[src/rtl/gps_pkg.sv]
// gps_pkg: shared types and constants of the gooch pixel shader
// used by every module of the block; depends on nothing else

package gps_pkg;

  localparam int NORM_IN_W  = 35;
  localparam int SQRT_STEPS = 32;
  localparam int DIV_STEPS  = 15;
  localparam int NORM_LAT   = 5 + SQRT_STEPS + DIV_STEPS + 1;
  localparam int BACK_TAIL  = 12;
  localparam int BACK_LAT   = 2 * NORM_LAT + BACK_TAIL;
  localparam int FIFO_DEPTH = 4;
  localparam int FIFO_AW    = 2;

  localparam logic [16:0] ONE_Q16 = 17'd65536;
  localparam logic [16:0] COOL_B  = 17'd36045;
  localparam logic [16:0] WARM_RG = 17'd39322;
  localparam logic [16:0] WARM_B  = 17'd6554;
  localparam logic [15:0] SPEC_K  = 16'd45875;

  localparam logic [2:0] REG_LIGHT_X  = 3'd0;
  localparam logic [2:0] REG_LIGHT_Y  = 3'd1;
  localparam logic [2:0] REG_LIGHT_Z  = 3'd2;
  localparam logic [2:0] REG_CAMERA_X = 3'd3;
  localparam logic [2:0] REG_CAMERA_Y = 3'd4;
  localparam logic [2:0] REG_CAMERA_Z = 3'd5;
  localparam logic [2:0] REG_BASE     = 3'd6;

  typedef struct packed {
    logic [15:0] light_x;
    logic [15:0] light_y;
    logic [15:0] light_z;
    logic [31:0] camera_x;
    logic [31:0] camera_y;
    logic [31:0] camera_z;
    logic [23:0] base_color;
  } cfg_t;

  typedef struct packed {
    logic [2:0][15:0] n;
    logic [2:0][16:0] l;
    logic [2:0][32:0] v;
  } raw_item_t;

  typedef struct packed {
    logic [2:0][29:0] mag;
    logic [2:0]       neg;
    logic             zero;
  } norm_side_t;

endpackage

[src/rtl/gps_fifo.sv]
// gps_fifo: short item queue between front and back
// depends on gps_pkg

module gps_fifo (
  input  logic               clk,
  input  logic               rst_n,
  input  logic               push,
  input  gps_pkg::raw_item_t wdata,
  input  logic               pop,
  output logic               full,
  output logic               not_empty,
  output gps_pkg::raw_item_t rdata
);

  gps_pkg::raw_item_t           mem [gps_pkg::FIFO_DEPTH];
  logic [gps_pkg::FIFO_AW-1:0]  wr_ptr_r;
  logic [gps_pkg::FIFO_AW-1:0]  rd_ptr_r;
  logic [gps_pkg::FIFO_AW:0]    count_r;
  logic                         do_pop;

  assign full      = (count_r == (gps_pkg::FIFO_AW+1)'(gps_pkg::FIFO_DEPTH));
  assign not_empty = (count_r != '0);
  assign do_pop    = pop && not_empty;
  assign rdata     = mem[rd_ptr_r];

  always_ff @(posedge clk) begin
    if (push) mem[wr_ptr_r] <= wdata;
  end

  always_ff @(posedge clk) begin
    if (!rst_n) begin
      wr_ptr_r <= '0;
      rd_ptr_r <= '0;
      count_r  <= '0;
    end else begin
      if (push) wr_ptr_r <= wr_ptr_r + 1'b1;
      if (do_pop) rd_ptr_r <= rd_ptr_r + 1'b1;
      if (push && !do_pop) count_r <= count_r + 1'b1;
      else if (!push && do_pop) count_r <= count_r - 1'b1;
    end
  end

endmodule

[config.mk]
export PLATFORM = sky130hd
export DESIGN_NAME = gps_fifo
export DESIGN_NICKNAME = d
export VERILOG_FILES = /design/src/rtl/gps_pkg.sv /design/src/rtl/gps_fifo.sv
export SDC_FILE = /design/constraint.sdc
export NUM_CORES = 1
export LEC_CHECK = 0
export BUFFER_PORTS_ARGS = -buffer_cell sky130_fd_sc_hd__buf_4
export CAP_MARGIN = 0
export CORE_UTILIZATION = 57
export CTS_CLUSTER_DIAMETER = 150
export DETAILED_ROUTE_END_ITERATION = 12
export PLACE_DENSITY = 0.87
export RECOVER_POWER = 25
export SETUP_SLACK_MARGIN = 0.1
export SYNTH_ARGS = -nofsm -noshare
export SYNTH_HDL_FRONTEND = slang
export SYNTH_SLANG_ARGS = --single-unit
[constraint.sdc]
create_clock -name clk -period 7 [get_ports clk]
set_input_delay 0.35 -clock clk [delete_from_list [all_inputs] [get_ports clk]]
set_output_delay 0.35 -clock clk [all_outputs]
set_load 0.02 [all_outputs]
==> results.toml <==
[status]
status = "completed"

[synth]
ys.warnings.count = 0
syn-num-nets = 1285
synth_top_family_by_area = "multiplexers"
synth_cell_types = 21
yosys.area.top_type = "edfxtp_1"
postSynthCellCount = 1077
synth_compound_area_share_pct = 0.0992
synth_area_um2 = 29000
synth_area_leaders = "edfxtp_1 (82%), mux4_2 (15%), dfxtp_1 (0.62%), buf_6 (0.58%), buf_2 (0.38%)"
synth_adder_area_share_pct = 0.285
synth_top_cell_area_share_pct = 82.0
synthXorXnorAreaFrac_pct = 0.151
syn_area_per_cell_um2 = 26.9
seq_area_frac_synth_pct = 82.6
synth_mux_area_share_pct = 15.4
synth-seq-cells = 801
yosys.area_share.simple_pct = 0.306

[timing]
setup_viol = 0
hold_viol_final = 0
relSlewSlack_pct = 30.3
tightest_slew_ns = 1.04
slew_violations = 0
fin_skew_ns = 0.0155
period_share_pct = 49.3
rsz0062_at_grt = "false"
fmax_ghz = 0.290
setup_tns_ns = 0
hold_slack_ns = 0.152
finalCriticalPeriod_ns = 3.45

[finish]
final_cell_mix = "edfxtp_1 (792), buf_4 (293), dlygate4sd3_1 (199)"
multiInputGateArea_um2 = 4730
layout_commonest_cell = "edfxtp_1"
drive_gt1_share_pct = 33.9
final_core_util_pct = 73.4
area_delta_synth_final_pct = 27.0
n_fill_cell = 2619
final_nets = 1935
final-seq-area_um2 = 24000

[power_and_ir_drop]
p_switching_mw = 3.65
power.static_leakage_nw = 12.2
power_frac_clock_pct = 32.3
swShare_pct = 27.7
internal-power_mw = 9.54
peakVddDrop_v = 0.000349
power_density_nw_per_um2 = 358
total_power_mw = 13.2
combPwrFrac_pct = 24.7
pwr-share-seq_pct = 43.0

[place]
globalplace.congestion = 0.760
port_buffers = 401
dp_hpwl_um = 35100

[worst_setup_path]
cp_cell_sequence = "buf_4 > mux4_2 > buf_4"
path_max_fanout = 46
cp_num_buf_inv = 2
cp_data_arrival_time_ns = 3.10
crit_top_cell = "buf_4"
crit_family = "buffers and inverters"
critical_path.max_stage_delay_ns = 0.83
worstSetupEndpointType = "output port"
cp-start-kind = "register"
cp.required_ns = 6.65
cp_slowest_cell = "buf_4"
path_class = "register to output port"

[drt]
drtAntennaViolNets = 0
avgViaCountPerCell = 5.84
drt_iter0_drc = 1160
vias = 14400
drc = 0
firstDrtPassIters = 5
wl_per_cell_um = 27.9
drt-total-wl_um = 68700

[grt]
grt_use_met1_pct = 32.1
antenna_found_initial = 10
gr-total-overflow = 0
grt_pass1_wl_um = 98400
grt_max_degree = 114
grt.total_usage_pct = 26.9
use_met2_pct = 46.8
grt_pass1_vias = 15500
use_met3_pct = 7.15
busiest_layer = "met2"

[cts]
cts_resized = 0
clock_path_buffers = 3
clock_latency_ns = 0.62
cts_tree = "built"
cts_sinks = 801
cts_setup_buffers = 0
ctsHtreeMaxLevel = 3
clkTransAtPathRegs_ns = 0.07
numCtsBuffers = 77
cts_root_buf = "clkbuf_16"

[job]
cap_violations = 0

[die]
design.core.area_um2 = 50200
die_w_um = 228
dieArea_um2 = 51800
start_util_pct = 57.8
io_pins = 402
die_y_um = 228
rows = 82

[hold_path]
hp-class = "primary input to register"
-- power by group through the flow --
stage / Clock, mW / Sequential (mW) / Combinational [mW]
6_report: 4.26 / 5.67 / 3.26
5_1_grt: 4.47 / 5.69 / 3.42
4_1_cts: 4.27 / 5.67 / 3.28
3_5_place_dp: 0 / 5.76 / 3.15
3_3_place_gp: 0 / 5.74 / 3.10
2_1_floorplan: 0 / 5.71 / 2.08
-- cell type report --
type | count | share of cell area [%]
clock inverters | 44 | 1.31
flip-flops and latches | 801 | 65.1
diodes | 6 | 0.0407
multi-input cells | 229 | 12.8
well taps | 672 | 2.28
inverters | 3 | 0.0306
clock buffers | 97 | 5.63
repair buffers | 615 | 12.8
-- flip-flops by register name, indices dropped and copies added (netlist names), named ones only --
signal and flops:
mem 792, count_r 3, rd_ptr_r 2, wr_ptr_r 2
-- routing by layer --
layer | share of wire, % | up-vias
met5 | 0.11 | -
met4 | 3.5 | 10
met3 | 8.2 | 165
met2 | 53 | 747
met1 | 35 | 7483
li1 | - | 6004
-- timing repair --
item,in CTS,in global routing
hold buffers,199,0
endpoints found under the setup margin,0,0
hold endpoints to repair,795,0
-- logic make-up (layout without fill, tap and decap cells) --
family,after synthesis,after routing
flip-flops,801,801
multiplexers,200,200
buffers and inverters,47,759
AND/OR/NAND/NOR,14,14
adder cells (fa/ha/maj),6,6
XOR/XNOR,5,5
AO/OA/AOI/OAI,4,4
other,0,6
-- worst min-delay path, stage by stage --
cell and delay [ns]:
buf_4 0.14, mux2i_1 0.11, nor2b_1 0.11
-- synthesized netlist by cell type (all sizes together) --
master	instances
inv	3
dfxtp	9
xor2	2
o31ai	1
ha	5
a21boi	1
fa	1
buf	38
nor2b	2
xnor2	3
o21ai	1
clkbuf	6
and2	9
mux4	198
mux2i	2
nor3b	1
or3	2
edfxtp	792
o311ai	1
-- per-stage QoR --
step           setup WS [ns]  instances  area (um2)
2_1_floorplan           1.37       1077       29000
3_3_place_gp            4.12       2121       32700
3_5_place_dp            4.11       2121       32700
4_1_cts                 3.46       2461       37300
5_1_grt                 3.31       2466       36800
6_report                3.55       2467       36800
-- final timing paths --
kind	start	endpoint	slack (ns)	cells after the start
min reg2reg	rd_ptr_r[1]	register	0.62	2
max reg2reg	wr_ptr_r[0]	mem[3][168]	4.27	3
min	push	wr_ptr_r[1]	0.15	3
max	register	rdata[97]	3.55	3
(Power assumes the default switching activity.)
