<file path="src/rtl/gps_pkg.sv">
// gps_pkg: shared types and constants of the gooch pixel shader
// used by every module of the block; depends on nothing else

package gps_pkg;

  localparam int NORM_IN_W  = 35;
  localparam int SQRT_STEPS = 32;
  localparam int DIV_STEPS  = 15;
  localparam int NORM_LAT   = 5 + SQRT_STEPS + DIV_STEPS + 1;
  localparam int BACK_TAIL  = 12;
  localparam int BACK_LAT   = 2 * NORM_LAT + BACK_TAIL;
  localparam int FIFO_DEPTH = 4;
  localparam int FIFO_AW    = 2;

  localparam logic [16:0] ONE_Q16 = 17'd65536;
  localparam logic [16:0] COOL_B  = 17'd36045;
  localparam logic [16:0] WARM_RG = 17'd39322;
  localparam logic [16:0] WARM_B  = 17'd6554;
  localparam logic [15:0] SPEC_K  = 16'd45875;

  localparam logic [2:0] REG_LIGHT_X  = 3'd0;
  localparam logic [2:0] REG_LIGHT_Y  = 3'd1;
  localparam logic [2:0] REG_LIGHT_Z  = 3'd2;
  localparam logic [2:0] REG_CAMERA_X = 3'd3;
  localparam logic [2:0] REG_CAMERA_Y = 3'd4;
  localparam logic [2:0] REG_CAMERA_Z = 3'd5;
  localparam logic [2:0] REG_BASE     = 3'd6;

  typedef struct packed {
    logic [15:0] light_x;
    logic [15:0] light_y;
    logic [15:0] light_z;
    logic [31:0] camera_x;
    logic [31:0] camera_y;
    logic [31:0] camera_z;
    logic [23:0] base_color;
  } cfg_t;

  typedef struct packed {
    logic [2:0][15:0] n;
    logic [2:0][16:0] l;
    logic [2:0][32:0] v;
  } raw_item_t;

  typedef struct packed {
    logic [2:0][29:0] mag;
    logic [2:0]       neg;
    logic             zero;
  } norm_side_t;

endpackage

</file>
<file path="src/rtl/gps_front.sv">
// gps_front: accepts items and forms the raw normal, light and view vectors
// depends on gps_pkg

module gps_front (
  input  logic               start,
  input  logic               queue_full,
  input  logic [15:0]        normal_x,
  input  logic [15:0]        normal_y,
  input  logic [15:0]        normal_z,
  input  logic [31:0]        world_x,
  input  logic [31:0]        world_y,
  input  logic [31:0]        world_z,
  input  gps_pkg::cfg_t      cfg,
  output logic               busy,
  output logic               push,
  output gps_pkg::raw_item_t raw
);

  assign busy = queue_full;
  assign push = start && !queue_full;

  always_comb begin
    raw.n[0] = normal_x;
    raw.n[1] = normal_y;
    raw.n[2] = normal_z;
    // negated light direction
    raw.l[0] = -{cfg.light_x[15], cfg.light_x};
    raw.l[1] = -{cfg.light_y[15], cfg.light_y};
    raw.l[2] = -{cfg.light_z[15], cfg.light_z};
    // camera minus pixel position
    raw.v[0] = {cfg.camera_x[31], cfg.camera_x} - {world_x[31], world_x};
    raw.v[1] = {cfg.camera_y[31], cfg.camera_y} - {world_y[31], world_y};
    raw.v[2] = {cfg.camera_z[31], cfg.camera_z} - {world_z[31], world_z};
  end

endmodule

</file>
<file path="config.mk">
export PLATFORM = sky130hd
export DESIGN_NAME = gps_front
export DESIGN_NICKNAME = d
export VERILOG_FILES = /design/src/rtl/gps_pkg.sv /design/src/rtl/gps_front.sv
export SDC_FILE = /design/constraint.sdc
export NUM_CORES = 1
export LEC_CHECK = 0
export BUFFER_PORTS_ARGS = -buffer_cell sky130_fd_sc_hd__buf_2
export CORE_AREA = 3 3 197 199
export DETAILED_ROUTE_END_ITERATION = 8
export DIE_AREA = 0 0 200 202
export PLACE_DENSITY = 0.52
export SLEW_MARGIN = 15
export SYNTH_ARGS = -nofsm -noshare
export SYNTH_HDL_FRONTEND = slang
export SYNTH_SLANG_ARGS = --single-unit
</file>
<file path="constraint.sdc">
create_clock -name vclk -period 5.03
set_input_delay 1.509 -clock vclk [all_inputs]
set_output_delay 1.509 -clock vclk [all_outputs]
set_load 0.01 [all_outputs]
</file>
==> out/results.txt, run 1 <==
The flow ran to the end, but the final reports show violations. The checks that failed: negative setup slack. There are 0 flip-flops and latches. The smallest clock period supported by the final layout is computed as 5.285 ns. The worst path buffer plus inverter count came out at 3. The count of nets left with antenna violations once routing finished came out at 0. In this run the cell area of the synthesized design comes to 0.006526 mm^2. The critical path required time came out at 3.52 ns.

Destination of the critical timing path: raw[63]. The clock buffers instantiated in the layout total 0. For the number of endpoints failing setup at the final stage, the log shows 24.

The slowest cell on the critical path is fa_2. The synthesized netlist devotes 27.89% of its cell area to compound gates. The area fraction of the dominant cell type after synthesis is 18.98%. Port buffering added 394 buffers. Yosys attributes the largest share of cell area to ha_1 (19%), xnor2_1 (11%), inv_1 (7.8%), a21oi_1 (7.1%), buf_4 (6.0%). The reported net switching power was 0.8416 mW.

The hold buffer count at CTS was 0. STA classifies the critical path endpoint as an output pin. The path class of the tightest hold or removal check is input pin to output pin. Global routing used 12.48% of the available tracks. The number of warnings printed during yosys synthesis came out at 0. After Yosys synthesis, XOR and XNOR cells account for 16.51% of the synthesized area. In this design, the stage delay of the slowest critical-path cell is 0.36 ns. Counting every net in the synthesized netlist gives 1403.

Dividing the synthesized area by the synthesized cell count gives 6.612 um^2. The post-route fraction of the period consumed by the critical path was 105.1%; the share of total power in the clock network was 0%. The upper clock frequency limit is 189.2 MHz. STA classifies the critical path startpoint as an input pin. Number of max-slew violations in the final report: 0. Sequential cells were found to cover 0% of the synthesized design area.

Of the total synthesized cell area, the portion taken by full adders, half adders and majority gates is 19.90%. After Yosys synthesis, and, or, nand and nor cells account for 20.46% of the synthesized area. The proportion of power drawn by combinational gates was 100.0%; the global routing usage on met1 was 12.86%. Final estimated routing congestion in global placement: 0.8623. In this design, the largest share of critical-path delay is due to compound AO/OA/AOI/OAI gates.

Critical path arrival: 3.78 ns. The floorplan has 71 rows. The met3 capacity usage during global routing was 1.767%; the net switching share of the total power was 50.27%.

Cells fill 32.08% of the core in the end. Dividing the detail-routed wire length by the instance count gives 14.00 um. The largest total area in the synthesized netlist belongs to ha_1. Counting distinct cell types in the post-synthesis netlist gives 66. The number of detailed-route iterations in the first pass is 4.

The repair_antennas step left the layout with diodes totalling 0. By instance count, the leading cell after synthesis is inv_1. The detailed router placed 8963 vias in this run. After legalization and detailed placement, the total HPWL measured 24.39 mm.

At the pin with the least slew margin, the transition time is 0.4673 ns. The first global-routing pass estimated 42.36 mm of wire. For this run, the post-layout net count is 1968. The run gives 0.04040 mm^2 as the area enclosed by the die boundary. The dominant combinational cell family by area after synthesis was compound AO/OA/AOI/OAI gates.

In this run the horizontal extent of the chip is 200 um. Entering global routing, the biggest net connects 9 pins. The initial DRC count came out at 187. Headroom to the max-slew limit came out at 68.56%. Across the VDD grid, the largest voltage drop is 76.42 uV. The fraction of met2 tracks used by global routing came out at 25.36%. The design internal power is 0.8326 mW, and the number of fillers in the final layout is 4011.

The tools report the final-report hold violation count as 0. The layout overhead on the synthesized area was 83.84%; the number of antenna violations at the first check in global routing was 0. For this block, the routed nets add up to 28.85 mm of wire. The mux contribution to synthesized area was 0.4793%; the height of the die was 202 um. The analysis attributes to cell leakage a power of 6.014 nW. Along the worst path, the maximum fanout reaches 4. The core region is 0.03740 mm^2.

Setup repair after global routing could not meet its margin everywhere. The via count of the first global-routing pass is 8980. By count the netlist is led by inv_1 (135), ha_1 (99), a21oi_1 (93). The share of layout cells above drive strength 1 works out to 53.87%. The most critical setup path has its startpoint at cfg[56]. The tools report the area occupied by registers as 0 um^2. Of the total power, registers draw 0%. The mean number of vias per cell is 4.349, and the post-synthesis instance total is 987.

Number of gates on the worst path with buffers counted: 13. Sum of overflow across all layers after global routing: 0. The critical path goes through buf_6 > inv_4 > ha_4 > fa_2 > nor2b_2 > o211ai_1 > a211oi_2 > or3_4 > a21o_4 > nand3_2 > a311oi_2 > xor2_1 > buf_2.

The initial utilization of the core area, before any placement, comes to 17.45%. The type of the setup path with the least slack was input pin to output pin. The count of boundary I/O pins is 514, and the residual DRC count is 0. In this run the most used layer during global routing was met2. The design draws 1.674 mW.

The final worst-path setup slack is -0.2550 ns, and the number of max-capacitance violations reported is 0. Power spread over the standard cell area amounts to 139.5 mW/mm^2.
timing repair:
| action | in CTS | in global routing |
|---|---|---|
| resized for setup | 160 | 121 |
| setup buffers | 30 | 30 |
| endpoints found under the setup margin | 53 | 56 |
| pin swaps | 95 | 93 |
kinds of logic (layout without fill, tap and decap cells):
logic type,Yosys count,after routing
XOR/XNOR,123,123
adder cells (fa/ha/maj),102,102
AND/OR/NAND/NOR,276,276
multiplexers,3,3
AO/OA/AOI/OAI,279,279
buffers and inverters,204,767
per-stage QoR:
step / std cells / TNS, ns / instance area [um^2] / setup WS, ns / hold slack [ns]
global route: 2061 / -6.028 / 12000 / -0.3825 / 3.018
CTS: 2036 / -3.502 / 11160 / -0.3116 / 3.018
detailed placement: 2006 / -9.608 / 10070 / -0.4841 / 3.018
finish: 2061 / -2.667 / 12000 / -0.2550 / 3.018
floorplan: 987 / 0 / 6541 / 0.003213 / 3.062
global placement: 2006 / -9.787 / 10070 / -0.4933 / 3.018
power groups by stage:
stage	clock network [mW]	registers, mW	logic, mW
2_1_floorplan	0	0	0.772
3_3_place_gp	0	0	1.39
3_5_place_dp	0	0	1.40
4_1_cts	0	0	1.55
5_1_grt	0	0	1.82
6_report	0	0	1.67
cell usage in the layout (no fill, tap or decap), drive strengths merged, types with 2 or more instances in the layout:
master / instances
a211oi: 7
a21o: 41
a21oi: 95
a221o: 3
a221oi: 2
a311oi: 4
a31o: 4
a31oi: 9
a41oi: 3
and2: 4
and3: 10
buf: 632
fa: 3
ha: 99
inv: 135
mux2i: 2
nand2: 74
nand2b: 10
nand3: 20
nand3b: 4
nand4: 20
nor2: 71
nor2b: 19
nor3: 22
nor4: 8
o2111ai: 5
o211ai: 8
o21a: 17
o21ai: 46
o21bai: 13
o31a: 2
o31ai: 6
or3: 6
or4: 3
xnor2: 79
xor2: 44
layout make-up:
class | count | area [um^2] | share of cell area, %
tap | 511 | 639.4 | 5.329
timing repair buffer | 632 | 3990 | 33.26
inverter | 135 | 526.8 | 4.390
multi-input combinational | 783 | 6842 | 57.02
worst min path at each step:
stage / slack (ns) / end / depth (start not counted) / startpoint
final: 3.02 / raw[155] / 0 / normal_x[5]
after global routing: 3.02 / raw[165] / 0 / normal_x[15]
after CTS: 3.02 / raw[153] / 0 / normal_x[3]
after detailed placement: 3.02 / raw[153] / 0 / normal_x[3]
after global placement: 3.02 / raw[153] / 0 / normal_x[3]
after floorplan: 3.06 / raw[132] / 1 / cfg[151]
layer usage:
layer  vias to the layer above  wire length, um  part of all wire, %
met5                         -                0                    0
met3                        42             1797                  6.2
li1                       4523                -                    -
met2                       285            15360                   53
met1                      4113            10770                   37
met4                         0              918                  3.2
No activity file was read; power rests on OpenSTA's default activity.
==> inputs of run 2 (changes only) <==
- ABC_AREA: default -> 1
- CORE_AREA: 3 3 197 199 -> 3 3 200 202
- DIE_AREA: 0 0 200 202 -> 0 0 203 205
- PLACE_DENSITY: 0.52 -> 0.59
- TNS_END_PERCENT: default -> 30
==> run 2 against run 1 <==
Against the previous run:
- the flow now finishes without violations
- power is 19% lower
- setup slack better by 0.45 ns
- non-clock buffer count fell by 237
- critical path depth up 2
- hold slack did not move
- synthesized area grew 40%
- global-route usage is 2.8 points higher
- via count increased by 26%
- first-iteration DRC count grew to 2.9 times the previous value
- sequential share of layout area unchanged
- largest cell class unchanged
- largest power group unchanged
==> out/results.txt, run 2 <==
Type of the setup path with the least slack: input pin to output pin. The cell area after synthesis is 0.009128 mm^2, and the final sum of negative setup slack is 0 ns. The maximum fanout along the worst path is 3. By area the synthesized netlist is led by nand2_1 (32%), inv_1 (21%), ha_1 (14%), nor2_1 (6.0%), xor2_1 (5.9%). Summing all multi-input logic gate instances after layout gives 0.006830 mm^2.

After synthesis, the largest family of logic cells by area is simple AND/OR/NAND/NOR gates. After detailed routing, the number of remaining DRC violations is 0. After detailed routing, the average wire length per cell comes to 12.28 um. Of the available clock period, the critical path in the final layout requires 96.12%. The type of the worst min-delay path was input pin to output pin. Counting the fill cells in the layout gives 4604. On the critical path, the stage with the largest delay is an instance of fa_1. Dividing the detail-routed via count by the number of cells gives 4.117. For this configuration, the core starts out at a cell density of 23.73%. After synthesis, the mean cell area works out to 4.819 um^2.

For the sequential area share after synthesis, the log shows 0%. In the layout the commonest cells are nand2_1 (773), inv_1 (505), buf_2 (394). The number of max-slew violations in the final report was 0; the area of the core was 0.03847 mm^2.

Measured slew at the worst slew-check pin: 0.3736 ns. The library cell used most frequently in the layout, excluding fill and tap cells, is nand2_1. Summed over all layers, the routed wires come to 33.82 mm. The number of nets in the synthesized netlist is 2310. The most numerous cell type found on the critical path is nand2_1.

The Yosys step of the flow raised 0 warnings. The power density normalized to cell area was 119.0 mW/mm^2. Relative to the synthesized area, the layout overhead comes to 24.43%.

The flip-flop and latch count was 0. Number of post-CTS setup repair buffers: 0. The height of the die works out to 205 um. Static leakage: 8.074 nW. In this design, the stage delay of the slowest critical-path cell is 0.45 ns. The run gives 0 um^2 as the area occupied by registers.

Entering global routing, the biggest net connects 8 pins. The run gives 0 as the post-route antenna net violation count. IR analysis of the VDD net gives a maximum drop of 73.91 uV.

The post-route netlist has 19.72% of its cells at a drive strength greater than 1. The first global-routing pass estimated 52.24 mm of wire. The nature of the critical path startpoint was an input pin.

The cell count after synthesis came out at 1894. Via count of the first global-routing pass: 10.61k. The biggest area contributor in the post-synthesis netlist is nand2_1.

The net count of the finished layout is 2654. Synthesized-area fraction occupied by adder cells: 14.23%. For the worst setup path, the data required time is 3.52 ns. The die covers 0.04162 mm^2. In the synthesized netlist, mux cells make up 0% of the area. The unique cell type count in the Yosys netlist is 27. The routed layout has 11.34k vias. Detailed placement ended at an HPWL of 31.26 mm.

The tool flagged a number of max-cap violations equal to 0. Measured against its own limit, the worst slew margin works out to 74.90%. After the first detailed-routing iteration, the DRC count stood at 535. For this run, the total global-route usage over all layers was measured as 15.29%. For the number of clock buffer instances in the layout, the log shows 0. The post-synthesis xor/xnor area fraction is 7.567%. The worst hold margin is 3.018 ns, and the number of antenna violations at the first check in global routing is 1.

Along the worst hold path, the cell count comes to 0. In the synthesized netlist, the cells that appear most often are nand2_1 (773), inv_1 (506), nor2_1 (145). After synthesis, the largest area contributor takes up 31.79% of total cell area. The tools report the number of endpoints failing setup at the final stage as 0. For the worst setup path, the data arrival time is 3.33 ns. The critical path goes through buf_2 > ha_1 > fa_1 > inv_1 > nand2_1 > nand2_1 > nand3_1 > nand2_1 > nand2_1 > nand2_2 > nand2_1 > nand2_1 > nand2_1 > nand2_1 > buf_2. The final-report hold violation count is 0, and the upper clock frequency limit is 206.8 MHz.

Setup repair after global routing left no endpoint under its margin. The run gives 72 as the number of rows in the core area. The first detailed-routing pass took 5 iterations.

The synthesized netlist devotes 49.09% of its cell area to simple gates. Final estimated routing congestion in global placement: 0.9023. Summing the areas of all compound-gate instances in the mapped netlist gives 3.948% of the synthesized area. Input and output buffers added on the ports amount to 394. The floorplan step set the die width to 203 um.

The most instantiated library cell after synthesis is nand2_1. 0 antenna diodes ended up in the layout. The total overflow left after global routing is 0. Kind of end point of the critical path: an output pin. The clock period could shrink to 4.835 ns.

514 I/O pins were placed. The run finished with clean final reports.
==> run 2: power breakdown <==
part	leakage [nW]	switching, mW	internal (mW)	total [mW]
logic	8.07	0.844	0.508	1.35
clock network	0	0	0	0
registers	0	0	0	0
==> run 2: final cells by class <==
| class | instances | area share [%] |
|---|---|---|
| timing repair buffer | 395 | 17.43 |
| tap | 518 | 5.707 |
| inverter | 506 | 16.72 |
| multi-input combinational | 1335 | 60.14 |
==> run 2: path summary, 6_finish.rpt <==
kind | from | end | slack (ns)
min | normal_x[7] | raw[157] | 3.02
max | world_z[0] | raw[98] | 0.19
==> run 2: cell families (layout without fill, tap and decap cells) <==
family | Yosys count | after routing
and+or+nand+nor | 1086 | 1086
buffers and inverters | 559 | 901
adders and majority gates | 102 | 102
xor gates and xnor gates | 78 | 78
AOI/OAI and AO/OA | 69 | 69
==> run 2: critical path, delay by kind of cell <==
kind | cells | cell delay, ns
and+or+nand+nor | 10 | 0.77
buffers and inverters | 3 | 0.37
adders and majority gates | 2 | 0.67
==> run 2: per-stage QoR <==
| stage | total power [mW] | util [%] | setup slack, ns | cells | instance area, um^2 |
|---|---|---|---|---|---|
| after detailed placement | 1.354 | 29.52 | 0.1868 | 2754 | 11360 |
| after global routing | 1.521 | 29.52 | 0.008539 | 2754 | 11360 |
| after global placement | 1.357 | 29.52 | 0.2032 | 2754 | 11360 |
| final | 1.352 | 29.52 | 0.1949 | 2754 | 11360 |
| after CTS | 1.361 | 29.52 | 0.1718 | 2754 | 11360 |
| after floorplan | 0.8663 | - | 0.6658 | 1894 | 9128 |
==> run 2: what timing repair did <==
action | in CTS | in global routing
setup endpoints to repair | 0 | 1
hold buffers | 0 | 0
gates resized for setup | 0 | 1
endpoints found under the hold margin | 0 | 0
==> run 2: layer usage <==
metal | share of wire, % | up-vias | track usage, %
li1 | - | 6142 | -
met1 | 43 | 4763 | 18.80
met2 | 47 | 381 | 28.31
met3 | 6.3 | 52 | 1.589
met4 | 3.1 | 0 | 4.058
met5 | 0 | - | 0
==> inputs of run 3 (changes only) <==
- CORE_AREA: 3 3 200 202 -> 3 3 201 203
- DIE_AREA: 0 0 203 205 -> 0 0 204 206
- PLACE_DENSITY: 0.59 -> 0.57
- clock period: 5.03 -> 5.6 ns (I/O delays scaled with it)
==> run 3 against run 2 <==
Against the previous run:
- via count rose by 0.38%
- sequential cell count did not move
- final cell count did not move
- design area barely moved
- routed wire length fell by 6.0%
- largest cell class unchanged
==> out/results.txt, run 3 (synthesized netlist as in run 2, its figures left out) <==
For this block, the initial DRC count from the detailed router was 500. Routability-driven placement finished with a final weighted congestion of 0.9027. The worst hold path begins at normal_x[1].

The hold buffer count at CTS came out at 0. The largest single stage delay on the critical path is 0.44 ns. Buffers placed on the I/O ports in this run total 394. The worst hold path belongs to the class input pin to output pin.

The number of max-capacitance violations reported was 0. The tools report the combined area of the multi-input logic cells as 0.006830 mm^2. In this design, the largest share of critical-path delay is due to simple AND/OR/NAND/NOR gates. The die covers 0.04202 mm^2. The tools report the number of max-slew violations in the final report as 0. The per-cell routed wire length was 11.54 um; the final worst-path setup slack was 0.3833 ns.

Tracing the worst setup path back leads to its startpoint at world_z[0]. Data on the critical path arrives at its endpoint at 3.54 ns. In the final timing run, aggregate negative setup slack is 0 ns. The number of buffers and inverters on the critical path is 3. The maximum vdd ir drop came out at 50.96 uV. By instance count, the cell type seen most on the critical path is nand2_1. The sequential power share is 0%, and the number of antenna violations at the first check in global routing is 1. The run finished with clean final reports.

The run gives 29.37% as the share of the core filled with cells. The run gives 0 as the count of instances resized after the clock tree is built. STA puts the critical path data required time at 3.92 ns. The run gives 0.3982 ns as the post-placement worst setup slack. The aggregate routed wire length came out at 31.78 mm.

Fill cells in the final layout number 4530. Final-report hold violation count: 0. The worst pin sits at a relative slew slack of 71.42%. The clock period minus worst slack came out at 5.217 ns.

Setup repair after global routing left no endpoint under its margin. The power density normalized to cell area is 105.8 mW/mm^2. For the power consumption, the log shows 1.201 mW. The mean number of vias per cell came out at 4.133. The flip-flop and latch count was 0; the number of rows in the core area was 72. The first global-routing pass estimated 49.45 mm of wire. Summed over all nets, the switching power comes to 0.7486 mW. The horizontal die dimension is 204 um, and the net total in the final layout is 2653. The slowest stage of the critical path is the fa_1 cell. Based on the critical path, the design can be clocked at up to 191.7 MHz. Net switching is 62.32% of the power. The area occupied by registers is 0 um^2. The HPWL after detailed placement was 29.28 mm; the maximum fanout along the worst path was 3. 514 I/O pins were placed. The post-route netlist has 19.64% of its cells at a drive strength greater than 1.

Setup violations remaining at the end of the flow were counted as 0. The tools report the proportion of power drawn by combinational gates as 100.0%. Leaving out fill and tap cells, the most frequent cells in the layout are nand2_1 (773), inv_1 (506), buf_2 (394). Summed over all cells, the static leakage comes to 8.069 nW.

The worst setup path is of the input pin to output pin kind. The tools report the nature of the critical path startpoint as an input pin. The total number of vias was 11.38k. The measured slew at the worst slew-check pin is 0.4247 ns. Most frequent standard cell in the layout excluding fill and tap cells: nand2_1. From bottom edge to top edge, the die measures 206 um. For this run, design rule violations remaining after detail routing come to 0.

After global routing the overflow that remains totals 0. The run gives 13.92% as the total track usage. Entering global routing, the biggest net connects 8 pins. For the area of the core, the log shows 0.03865 mm^2.

Walking the worst path, the cells encountered are buf_2 > ha_1 > fa_1 > inv_1 > nand2_1 > nand2_1 > nand3_1 > nand2_1 > nand2_1 > nand2_2 > nand2_1 > nand2_1 > nand2_1 > nand2_1 > buf_2. The initial utilization of the core area, before any placement, comes to 23.62%. The count of nets left with antenna violations once routing finished came out at 0. Layout overhead on the synthesized area: 24.37%. In the finished design, the share of the clock period the worst path needs comes to 93.16%.

The number of detailed-route iterations in the first pass was 5; the number of clock buffer instances in the layout was 0. Number of post-CTS setup repair buffers: 0. Of the total power, the clock network draws 0%. The design internal power is 0.4527 mW. STA classifies the critical path endpoint as an output pin.

The logs give 10.73k for the via count of the first global-routing pass and 3.360 ns for the worst hold margin.
[run 3: cell type report]
class                      instances  share of cell area [%]
inverter                         506                   16.73
timing repair buffer             394                   17.37
multi-input combinational       1335                   60.17
antenna                            1                 0.02204
tap                              518                   5.709
[run 3: power by group through the flow]
stage	Combinational (mW)	Clock, mW	Sequential [mW]
finish	1.20	0.0000000239	0
global route	1.35	0	0
CTS	1.21	0	0
detailed placement	1.20	0	0
global placement	1.20	0	0
floorplan	0.778	0	0
[run 3: final timing paths]
| path | end | slack, ns | depth (start not counted) |
|---|---|---|---|
| worst max-delay path | raw[94] | 0.38 | 15 |
| worst min-delay path | raw[151] | 3.36 | 0 |
[run 3: routing by layer]
metal / global-route usage [%] / up-vias / share of wire [%]
met5: 0 / - / 0
met4: 2.359 / 0 / 1.9
met3: 1.465 / 32 / 6.8
met2: 26.85 / 360 / 49
met1: 16.80 / 4833 / 42
li1: - / 6156 / -
[run 3: through the flow]
| stage | instance area, um^2 | instances |
|---|---|---|
| 2_1_floorplan | 9128 | 1894 |
| 3_3_place_gp | 11350 | 2753 |
| 3_5_place_dp | 11350 | 2753 |
| 4_1_cts | 11350 | 2753 |
| 5_1_grt | 11350 | 2753 |
| 6_report | 11350 | 2754 |
